[src/rtl/psla_pkg.sv]
// Package with types and constants shared by the packet serial link adapter.
`default_nettype none
package psla_pkg;
	localparam int RX_DEPTH = 256;
	localparam int RX_AW = $clog2(RX_DEPTH);
	localparam int RX_MIN_FREE = 32;
	localparam int FRAME_MAX = 32;
	localparam int FR_AW = $clog2(FRAME_MAX);
	localparam int LEN_W = FR_AW + 1;
	localparam int POWER_STEPS = 4;

	localparam logic [RX_AW-1:0] RX_REFUSE_FILL = RX_AW'(RX_DEPTH - RX_MIN_FREE);
	localparam logic [RX_AW-1:0] RX_STORE_MAX = RX_AW'(RX_DEPTH - 1);
	localparam logic [LEN_W-1:0] LEN_MAX = LEN_W'(FRAME_MAX);
	localparam logic [2:0] STEP_LAST = 3'(POWER_STEPS);

	typedef enum logic [1:0] {
		REQ_RX = 2'd0,
		REQ_READ = 2'd1,
		REQ_WRITE = 2'd2,
		REQ_OUTCOME = 2'd3
	} req_t;

	typedef enum logic [2:0] {
		KIND_READ_DATA = 3'd0,
		KIND_READ_EMPTY = 3'd1,
		KIND_FRAME = 3'd2,
		KIND_WRITE_OK = 3'd3,
		KIND_SENT = 3'd4,
		KIND_FAILED = 3'd5,
		KIND_REFUSED = 3'd6,
		KIND_BUSY = 3'd7
	} kind_t;

	typedef enum logic [2:0] {
		ST_IDLE,
		ST_RING_RD,
		ST_EMIT_RD,
		ST_EMIT_OUT,
		ST_EMIT_WAIT,
		ST_FINAL
	} state_t;

	localparam logic CFG_FLUSH_SIZE = 1'b0;
	localparam logic CFG_PA_DEFAULT = 1'b1;
endpackage
`default_nettype wire

[src/rtl/psla_ram.sv]
// Generic single write port RAM with registered read.
`default_nettype none
module psla_ram #(
	parameter int WIDTH = 8,
	parameter int DEPTH = 256
) (
	input wire logic clk,
	input wire logic we,
	input wire logic [$clog2(DEPTH)-1:0] waddr,
	input wire logic [WIDTH-1:0] wdata,
	input wire logic [$clog2(DEPTH)-1:0] raddr,
	output logic [WIDTH-1:0] rdata
);
	logic [WIDTH-1:0] mem_q [DEPTH];

	always_ff @(posedge clk) begin
		if (we) begin
			mem_q[waddr] <= wdata;
		end
		rdata <= mem_q[raddr];
	end
endmodule
`default_nettype wire

[src/rtl/packet_serial_link_adapter_unit.sv]
// Top level of the packet serial link adapter: receive ring, transmit frame and retry sequencer.
// Simple items load their result into the output register when they are accepted.
// A ring read loads the byte from the ring RAM's registered read in a separate ring read state.
// A frame emission reads, outputs and holds each byte until taken, then any pending result.
// The next item is taken once the output register is empty and the sequencer is idle.
// Reset sets all control state to defaults; ring and frame contents stay undefined until written.
`default_nettype none
module packet_serial_link_adapter_unit (
	input wire logic clk,
	input wire logic arst_n,
	input wire logic cfg_we,
	input wire logic cfg_index,
	input wire logic [5:0] cfg_data,
	input wire logic in_valid,
	output logic in_ready,
	input wire logic [1:0] req_type,
	input wire logic [7:0] data_byte,
	input wire logic packet_first,
	input wire logic packet_last,
	input wire logic send_acked,
	output logic out_valid,
	input wire logic out_ready,
	output logic [2:0] result_kind,
	output logic [7:0] out_byte,
	output logic frame_last,
	output logic [1:0] pa_level,
	output logic [7:0] rx_fill
);
	import psla_pkg::*;

	state_t state_q, state_d;
	logic [RX_AW-1:0] rx_head_q, rx_head_d, rx_tail_q, rx_tail_d, fill;
	logic [7:0] rx_seq_q, rx_seq_d, tx_seq_q, tx_seq_d;
	logic rx_drop_q, rx_drop_d, listen_q, listen_d, await_q, await_d;
	logic [LEN_W-1:0] tx_len_q, tx_len_d, len_eff, limit;
	logic [1:0] pa_q, pa_d, pa_def_q;
	logic round_q, round_d;
	logic [2:0] step_q, step_d;
	logic [5:0] flush_q;
	logic [FR_AW-1:0] emit_idx_q, emit_idx_d, tx_waddr;
	logic fin_pend_q, fin_pend_d;
	kind_t fin_kind_q, fin_kind_d, ld_kind;
	logic out_valid_q, out_load, ld_last, emit_last;
	logic [7:0] ld_byte, ring_rdata, tx_rdata, seq_next;
	logic ring_we, tx_we;
	kind_t out_kind_q;
	logic [7:0] out_byte_q, out_fill_q;
	logic out_last_q;
	logic [1:0] out_pa_q;

	psla_ram #(.WIDTH(8), .DEPTH(RX_DEPTH)) u_rx_ring (
		.clk(clk), .we(ring_we), .waddr(rx_head_q), .wdata(data_byte),
		.raddr(rx_tail_q), .rdata(ring_rdata)
	);

	psla_ram #(.WIDTH(8), .DEPTH(FRAME_MAX)) u_tx_frame (
		.clk(clk), .we(tx_we), .waddr(tx_waddr), .wdata(data_byte),
		.raddr(emit_idx_q), .rdata(tx_rdata)
	);

	assign fill = rx_head_q - rx_tail_q;
	assign in_ready = (state_q == ST_IDLE) && !out_valid_q;
	assign limit = (flush_q > LEN_MAX) ? LEN_MAX : flush_q;
	assign len_eff = (tx_len_q >= LEN_MAX) ? LEN_W'(1) : tx_len_q;
	assign tx_waddr = len_eff[FR_AW-1:0];
	assign emit_last = ({1'b0, emit_idx_q} == tx_len_q - LEN_W'(1));
	assign seq_next = (tx_seq_q == 8'hFF) ? 8'd1 : tx_seq_q + 8'd1;

	always_comb begin
		state_d = state_q;
		rx_head_d = rx_head_q;
		rx_tail_d = rx_tail_q;
		rx_seq_d = rx_seq_q;
		rx_drop_d = rx_drop_q;
		tx_len_d = tx_len_q;
		tx_seq_d = tx_seq_q;
		listen_d = listen_q;
		pa_d = pa_q;
		round_d = round_q;
		step_d = step_q;
		await_d = await_q;
		emit_idx_d = emit_idx_q;
		fin_pend_d = fin_pend_q;
		fin_kind_d = fin_kind_q;
		ring_we = 1'b0;
		tx_we = 1'b0;
		out_load = 1'b0;
		ld_kind = KIND_READ_DATA;
		ld_byte = 8'd0;
		ld_last = 1'b0;
		unique case (state_q)
			ST_IDLE: begin
				if (in_valid && in_ready) begin
					unique case (req_t'(req_type))
						REQ_RX: begin
							if (await_q) begin
								rx_drop_d = 1'b1;
							end else begin
								if (packet_first) begin
									if (fill > RX_REFUSE_FILL) begin
										rx_drop_d = 1'b1;
										out_load = 1'b1;
										ld_kind = KIND_REFUSED;
									end else if (data_byte == rx_seq_q) begin
										rx_drop_d = 1'b1;
									end else begin
										rx_seq_d = rx_seq_q + 8'd1;
										rx_drop_d = 1'b0;
									end
								end else if (!rx_drop_q && fill < RX_STORE_MAX) begin
									ring_we = 1'b1;
									rx_head_d = rx_head_q + RX_AW'(1);
								end
								if (packet_last) begin
									rx_drop_d = 1'b1;
								end
							end
						end
						REQ_OUTCOME: begin
							if (await_q) begin
								if (send_acked) begin
									tx_len_d = LEN_W'(1);
									listen_d = 1'b1;
									round_d = 1'b0;
									step_d = 3'd0;
									await_d = 1'b0;
									out_load = 1'b1;
									ld_kind = KIND_SENT;
								end else if (step_q < STEP_LAST) begin
									pa_d = step_q[1:0];
									step_d = step_q + 3'd1;
									emit_idx_d = '0;
									fin_pend_d = 1'b0;
									state_d = ST_EMIT_RD;
								end else if (!round_q) begin
									round_d = 1'b1;
									step_d = 3'd0;
									emit_idx_d = '0;
									fin_pend_d = 1'b0;
									state_d = ST_EMIT_RD;
								end else begin
									pa_d = pa_def_q;
									tx_len_d = LEN_W'(1);
									listen_d = 1'b1;
									round_d = 1'b0;
									step_d = 3'd0;
									await_d = 1'b0;
									out_load = 1'b1;
									ld_kind = KIND_FAILED;
								end
							end
						end
						REQ_READ, REQ_WRITE: begin
							if (await_q) begin
								out_load = 1'b1;
								ld_kind = KIND_BUSY;
							end else if (req_t'(req_type) == REQ_READ) begin
								if (tx_len_q > LEN_W'(1)) begin
									fin_kind_d = KIND_READ_EMPTY;
									fin_pend_d = 1'b1;
									tx_seq_d = seq_next;
									listen_d = 1'b0;
									rx_tail_d = rx_head_q;
									round_d = 1'b0;
									step_d = 3'd0;
									await_d = 1'b1;
									emit_idx_d = '0;
									state_d = ST_EMIT_RD;
								end else if (fill != '0) begin
									rx_tail_d = rx_tail_q + RX_AW'(1);
									state_d = ST_RING_RD;
								end else begin
									out_load = 1'b1;
									ld_kind = KIND_READ_EMPTY;
								end
							end else begin
								if (listen_q || tx_len_q <= LEN_W'(1)) begin
									listen_d = 1'b0;
									rx_tail_d = rx_head_q;
								end
								tx_we = 1'b1;
								tx_len_d = len_eff + LEN_W'(1);
								if (tx_len_d >= limit) begin
									fin_kind_d = KIND_WRITE_OK;
									fin_pend_d = 1'b1;
									tx_seq_d = seq_next;
									listen_d = 1'b0;
									rx_tail_d = rx_head_q;
									round_d = 1'b0;
									step_d = 3'd0;
									await_d = 1'b1;
									emit_idx_d = '0;
									state_d = ST_EMIT_RD;
								end else begin
									out_load = 1'b1;
									ld_kind = KIND_WRITE_OK;
								end
							end
						end
					endcase
				end
			end
			ST_RING_RD: begin
				out_load = 1'b1;
				ld_kind = KIND_READ_DATA;
				ld_byte = ring_rdata;
				state_d = ST_IDLE;
			end
			ST_EMIT_RD: begin
				state_d = ST_EMIT_OUT;
			end
			ST_EMIT_OUT: begin
				out_load = 1'b1;
				ld_kind = KIND_FRAME;
				ld_byte = (emit_idx_q == '0) ? tx_seq_q : tx_rdata;
				ld_last = emit_last;
				state_d = ST_EMIT_WAIT;
			end
			ST_EMIT_WAIT: begin
				if (out_ready) begin
					if (emit_last) begin
						state_d = fin_pend_q ? ST_FINAL : ST_IDLE;
					end else begin
						emit_idx_d = emit_idx_q + FR_AW'(1);
						state_d = ST_EMIT_RD;
					end
				end
			end
			ST_FINAL: begin
				out_load = 1'b1;
				ld_kind = fin_kind_q;
				fin_pend_d = 1'b0;
				state_d = ST_IDLE;
			end
			default: begin
				state_d = ST_IDLE;
			end
		endcase
	end

	always_ff @(posedge clk or negedge arst_n) begin
		if (!arst_n) begin
			state_q <= ST_IDLE;
			rx_head_q <= '0;
			rx_tail_q <= '0;
			rx_seq_q <= '0;
			rx_drop_q <= 1'b0;
			tx_len_q <= LEN_W'(1);
			tx_seq_q <= '0;
			listen_q <= 1'b0;
			pa_q <= 2'd2;
			round_q <= 1'b0;
			step_q <= '0;
			await_q <= 1'b0;
			emit_idx_q <= '0;
			fin_pend_q <= 1'b0;
			fin_kind_q <= KIND_READ_EMPTY;
			out_valid_q <= 1'b0;
			flush_q <= 6'd32;
			pa_def_q <= 2'd2;
		end else begin
			state_q <= state_d;
			rx_head_q <= rx_head_d;
			rx_tail_q <= rx_tail_d;
			rx_seq_q <= rx_seq_d;
			rx_drop_q <= rx_drop_d;
			tx_len_q <= tx_len_d;
			tx_seq_q <= tx_seq_d;
			listen_q <= listen_d;
			pa_q <= pa_d;
			round_q <= round_d;
			step_q <= step_d;
			await_q <= await_d;
			emit_idx_q <= emit_idx_d;
			fin_pend_q <= fin_pend_d;
			fin_kind_q <= fin_kind_d;
			if (out_load) begin
				out_valid_q <= 1'b1;
			end else if (out_ready) begin
				out_valid_q <= 1'b0;
			end
			if (cfg_we) begin
				unique case (cfg_index)
					CFG_FLUSH_SIZE: flush_q <= cfg_data;
					CFG_PA_DEFAULT: pa_def_q <= cfg_data[1:0];
				endcase
			end
		end
	end

	always_ff @(posedge clk) begin
		if (out_load) begin
			out_kind_q <= ld_kind;
			out_byte_q <= ld_byte;
			out_last_q <= ld_last;
			out_pa_q <= pa_d;
			out_fill_q <= 8'(rx_head_d - rx_tail_d);
		end
	end

	assign out_valid = out_valid_q;
	assign result_kind = out_kind_q;
	assign out_byte = out_byte_q;
	assign frame_last = out_last_q;
	assign pa_level = out_pa_q;
	assign rx_fill = out_fill_q;

`ifndef ASSERT_OFF
	a_await_has_frame: assert property (@(posedge clk) disable iff (!arst_n)
		await_q |-> (tx_len_q > LEN_W'(1)))
		else $error("outcome awaited without a pending frame");
	a_step_range: assert property (@(posedge clk) disable iff (!arst_n)
		step_q <= STEP_LAST)
		else $error("power step beyond schedule");
	a_seq_nonzero: assert property (@(posedge clk) disable iff (!arst_n)
		await_q |-> (tx_seq_q != 8'd0))
		else $error("transmit counter zero during send");
	a_emit_no_input: assert property (@(posedge clk) disable iff (!arst_n)
		(state_q == ST_EMIT_WAIT) |-> (out_valid_q && !in_ready))
		else $error("frame beat not held in output register");
`endif
endmodule
`default_nettype wire
[config.mk]
export PLATFORM = sky130hd
export DESIGN_NAME = packet_serial_link_adapter_unit
export DESIGN_NICKNAME = d
export VERILOG_FILES = /design/src/rtl/psla_pkg.sv /design/src/rtl/psla_ram.sv /design/src/rtl/packet_serial_link_adapter_unit.sv
export SDC_FILE = /design/constraint.sdc
export NUM_CORES = 2
export LEC_CHECK = 0
export BUFFER_PORTS_ARGS = -buffer_cell sky130_fd_sc_hd__buf_2
export CORE_ASPECT_RATIO = 0.75
export CORE_MARGIN = 3
export CORE_UTILIZATION = 50
export CTS_BUF_LIST = sky130_fd_sc_hd__clkbuf_4 sky130_fd_sc_hd__clkbuf_8
export CTS_CLUSTER_DIAMETER = 100
export DETAILED_ROUTE_END_ITERATION = 12
export GPL_ROUTABILITY_DRIVEN = 0
export PLACE_DENSITY = 0.65
export SLEW_MARGIN = 20
export SYNTH_ARGS = -nofsm -noshare
export SYNTH_HDL_FRONTEND = slang
export SYNTH_SLANG_ARGS = --single-unit
[constraint.sdc]
create_clock -name clk -period 15.6 [get_ports clk]
set_clock_uncertainty 0.2 [all_clocks]
set_input_delay 2.34 -clock clk [delete_from_list [all_inputs] [get_ports clk]]
set_output_delay 2.34 -clock clk [all_outputs]
set_load 0.02 [all_outputs]
==> impl_metrics.py <==
metrics = {
    "yosys": {
        "yosys_warnings": 0,
        "yosysSeqAreaShare_pct": 75.67,
        "synthSimpleGateAreaFrac_pct": 3.197,
        "synth.avg_cell_area_sq_um": 21.65,
        "async_flop_share_pct": 2.741,
        "synth-edff-count": 2326,
        "synthAdderAreaFrac_pct": 0.5695,
        "syn-instance-count": 4384,
        "synth_compound_area_share_pct": 1.140,
        "synth-seq-cells": 2408,
        "synth_nets": 4451,
        "ys.flop_type": "edfxtp_1",
        "synth_top_family_by_area": "multiplexers",
        "synthXorXnorAreaFrac_pct": 0.4021,
        "netlist_area_sq_um": 94910,
        "ys_types": 83,
        "synthMuxAreaShare_pct": 17.84,
    },
    "placement": {
        "io_buffers": 48,
        "pre_cts_ws_ps": 8928,
        "dpl_cell_area_sq_um": 98160,
        "dp_hpwl_microns": 139400,
    },
    "sta": {
        "slew_violations": 0,
        "layout_setup_ws_ps": 9349,
        "fmaxAchievable_ghz": 0.1600,
        "relSlewSlack_pct": 19.96,
        "rsz0062_at_grt": "false",
        "worst_slew_pin_slew_ps": 1196,
        "hold_violations": 0,
        "tns_ps": 0,
        "setup_viol_count_final": 0,
        "finalCritPeriodShare_pct": 40.07,
        "min_period_ps": 6251,
    },
    "cts": {
        "htreeDepth": 5,
        "clock-sinks": 2408,
        "cts_tree": "yes",
        "cts-buffers-inserted": 365,
        "cts_resized": 0,
        "post_cts_buffers": 0,
        "cts-hold-fix-buffers": 0,
        "clock_latency_ps": 1040,
        "cts-root-buf": "clkbuf_8",
        "clock_path_buffers": 4,
        "cts.clk_slew.worst_paths_ps": 70,
    },
    "power_and_ir_drop": {
        "combPwrFrac_pct": 25.0,
        "p_seq_share_pct": 44.1,
        "power_frac_clock_pct": 30.9,
        "swShare_pct": 29.24,
        "leakagePower_nw": 33.17,
        "switchingPower_w": 0.004891,
        "ir_worst_vdd_mv": 0.09087,
        "powerDensity_nw_per_um2": 158.9,
        "p_int_w": 0.01184,
    },
    "final_layout": {
        "drive_gt1_share_pct": 30.03,
        "fin_nets": 4717,
        "syn2layout_area_growth_pct": 10.95,
        "finish.utilization_pct": 56.21,
        "design_area_sq_um": 105300,
    },
    "floorplan": {
        "die_area_sq_um": 195100,
        "rows": 137,
        "core_sq_um": 187400,
        "die_y_microns": 383.3,
        "start_util_pct": 50.66,
        "die_w_microns": 509.1,
        "io_pins": 49,
    },
    "setup_path": {
        "crit_required_ps": 16030,
        "cp.arrival_ps": 6680,
        "slowest_delay_ps": 960,
        "crit_chain": "buf_4 -> clkinv_1 -> buf_4 -> ha_1 -> nand2_1 -> a2111oi_1 -> o31a_1 -> nor4_2 -> a311o_1 -> buf_4 -> nor3b_2 -> nand2_2 -> nor2_1",
        "crit_slowest_cell": "nor2_1",
        "cp_num_buf_inv": 4,
        "crit_path_frequent_cell": "buf_4",
        "crit_path_max_fanout": 36,
        "worstSetupPathType": "flop to flop",
        "critPathTopFamily": "simple AND/OR/NAND/NOR gates",
        "crit_path_end_kind": "flop",
        "cp-start-kind": "flop",
    },
    "global_route": {
        "grt_usage_pct": 24.22,
        "grt_pass1_vias": 45770,
        "grt_start_max_net_pins": 86,
        "overflow": 0,
        "grt_pass1_wl_microns": 337500,
        "antenna_found_initial": 17,
    },
    "route": {
        "routed_wl_microns": 234400,
        "vias": 46600,
        "via_per_inst": 6.269,
        "drt_iter0_drc": 6176,
        "drc_errors": 0,
        "route.antenna.remaining_nets": 0,
        "wire_per_inst_microns": 31.53,
        "first_pass_iters": 6,
    },
    "worst_hold_path": {
        "min_path_type": "flop to flop",
    },
    "run_status": {
        "status": "completed",
    },
    "flow_run": {
        "max_cap_violations": 0,
    },
}
==> worst paths after layout <==
check	startpoint	to	slack, ps	cells past startpoint
max in group asynchronous	arst_n	emit_idx_q[0]	13240	1
max	rx_tail_q[5]	u_rx_ring.mem_q[75][7]	9350	13
min reg2reg	rx_seq_q[7]	rx_seq_q[7]	300	1
max reg2reg	rx_tail_q[5]	u_rx_ring.mem_q[75][7]	9350	13
min in group asynchronous	arst_n	pa_q[0]	1230	1
min	rx_seq_q[7]	rx_seq_q[7]	300	1
==> power groups by stage <==
stage	Clock, W	Sequential (W)	Combinational, W
floorplan	0	0.00738	0.00281
global placement	0	0.00751	0.00415
detailed placement	0	0.00751	0.00417
CTS	0.00525	0.00738	0.00418
global route	0.00556	0.00738	0.00439
finish	0.00517	0.00737	0.00418
==> cell families (layout without fill, tap and decap cells) <==
logic type,count (synthesis),count (layout)
adders and majority gates,42,42
and+or+nand+nor,693,693
DFF,2408,2408
buffers and inverters,278,815
other,0,10
muxes,769,769
xor gates and xnor gates,41,41
AOI/OAI and AO/OA,153,153
==> synth_stat cells, types with 3 or more instances <==
master    instances  area [sq um]
buf_1            41         153.9
and2_1            9         56.30
a22oi_1           7         52.55
o31ai_1           3         22.52
nand2b_1         11         68.82
and3_1           16         100.1
nor4b_1           4         35.03
mux4_2          736         16580
xnor2_1          27         236.5
nor2_1          342          1284
nor4_1            3         18.77
a32oi_1          13         113.9
o21ai_1           5         25.02
or2_2             6         37.54
nor2b_1          17         106.4
nor3_1           20         100.1
a21o_1           13         97.59
nand4_1           9         56.30
dfxtp_1          16         320.3
dfrtp_1          62          1551
mux2_2           17         191.4
nand3b_1          5         37.54
a31oi_1           6         37.54
o21ai_0          29         145.1
inv_1            34         127.6
nand2_1         164         615.6
nand3_1          67         335.3
ha_1             40         500.5
dfstp_2           4         105.1
o22ai_1           4         25.02
mux2i_1          16         160.2
buf_2            53         265.3
or2_1             5         31.28
clkbuf_1        145         544.3
o31a_1            3         26.28
a211oi_1          9         67.56
a21oi_1          28         140.1
edfxtp_1       2326         69850
o21a_1            3         22.52
xor2_1           12         105.1
==> area by class of cell <==
cell class,count,area [sq um]
fill,13810,82050
sequential,2408,71840
multi-input combinational,1698,22040
clock buffer,472,5921
tap,2502,3131
clock inverter,166,1189
timing repair buffer,140,1013
inverter,37,146.4
antenna,10,25.02
==> through the flow <==
step	hold slack (ps)	total power [W]	std cells
floorplan	258.5	0.01019	4384
global placement	280.9	0.01166	6785
detailed placement	287.2	0.01168	6785
CTS	299.4	0.01681	7423
global route	331.9	0.01733	7426
finish	303.7	0.01673	7433
==> layer usage <==
| metal | vias up | GRT usage (%) | routed length (microns) |
|---|---|---|---|
| met1 | 24950 | 38.61 | 101500 |
| met2 | 2457 | 33.17 | 101600 |
| met5 | - | 0 | 0 |
| met4 | 0 | 5.172 | 4260 |
| li1 | 18850 | - | - |
| met3 | 350 | 7.269 | 27030 |
==> cell usage in the layout (no fill, tap or decap), drive strengths merged, types with 13 or more instances in the layout <==
cell	netlist	routed
o21ai	34	34
nand2	164	164
buf	96	140
bufinv	0	19
edfxtp	2326	2326
nand3	67	67
xnor2	27	27
nor2b	17	17
mux4	736	736
a32oi	13	13
dfrtp	62	62
a21o	13	13
inv	36	37
mux2	17	17
and3	16	16
nor3	21	21
mux2i	16	16
clkbuf	145	472
clkinv	1	145
a21oi	29	29
ha	40	40
nor2	342	342
dfxtp	16	16
xor2	13	13
==> sequential cells by signal, indices dropped and copies added (netlist names), 5 cells and up <==
| signal | count |
|---|---|
| u_rx_ring.mem_q | 2048 |
| u_tx_frame.mem_q | 256 |
| out_byte | 8 |
| rx_fill | 8 |
| rx_head_q | 8 |
| rx_seq_q | 8 |
| rx_tail_q | 8 |
| tx_seq_q | 8 |
| u_rx_ring.rdata | 8 |
| u_tx_frame.rdata | 8 |
| flush_q | 6 |
| tx_len_q | 6 |
| emit_idx_q | 5 |
(Power assumes the default switching activity.)
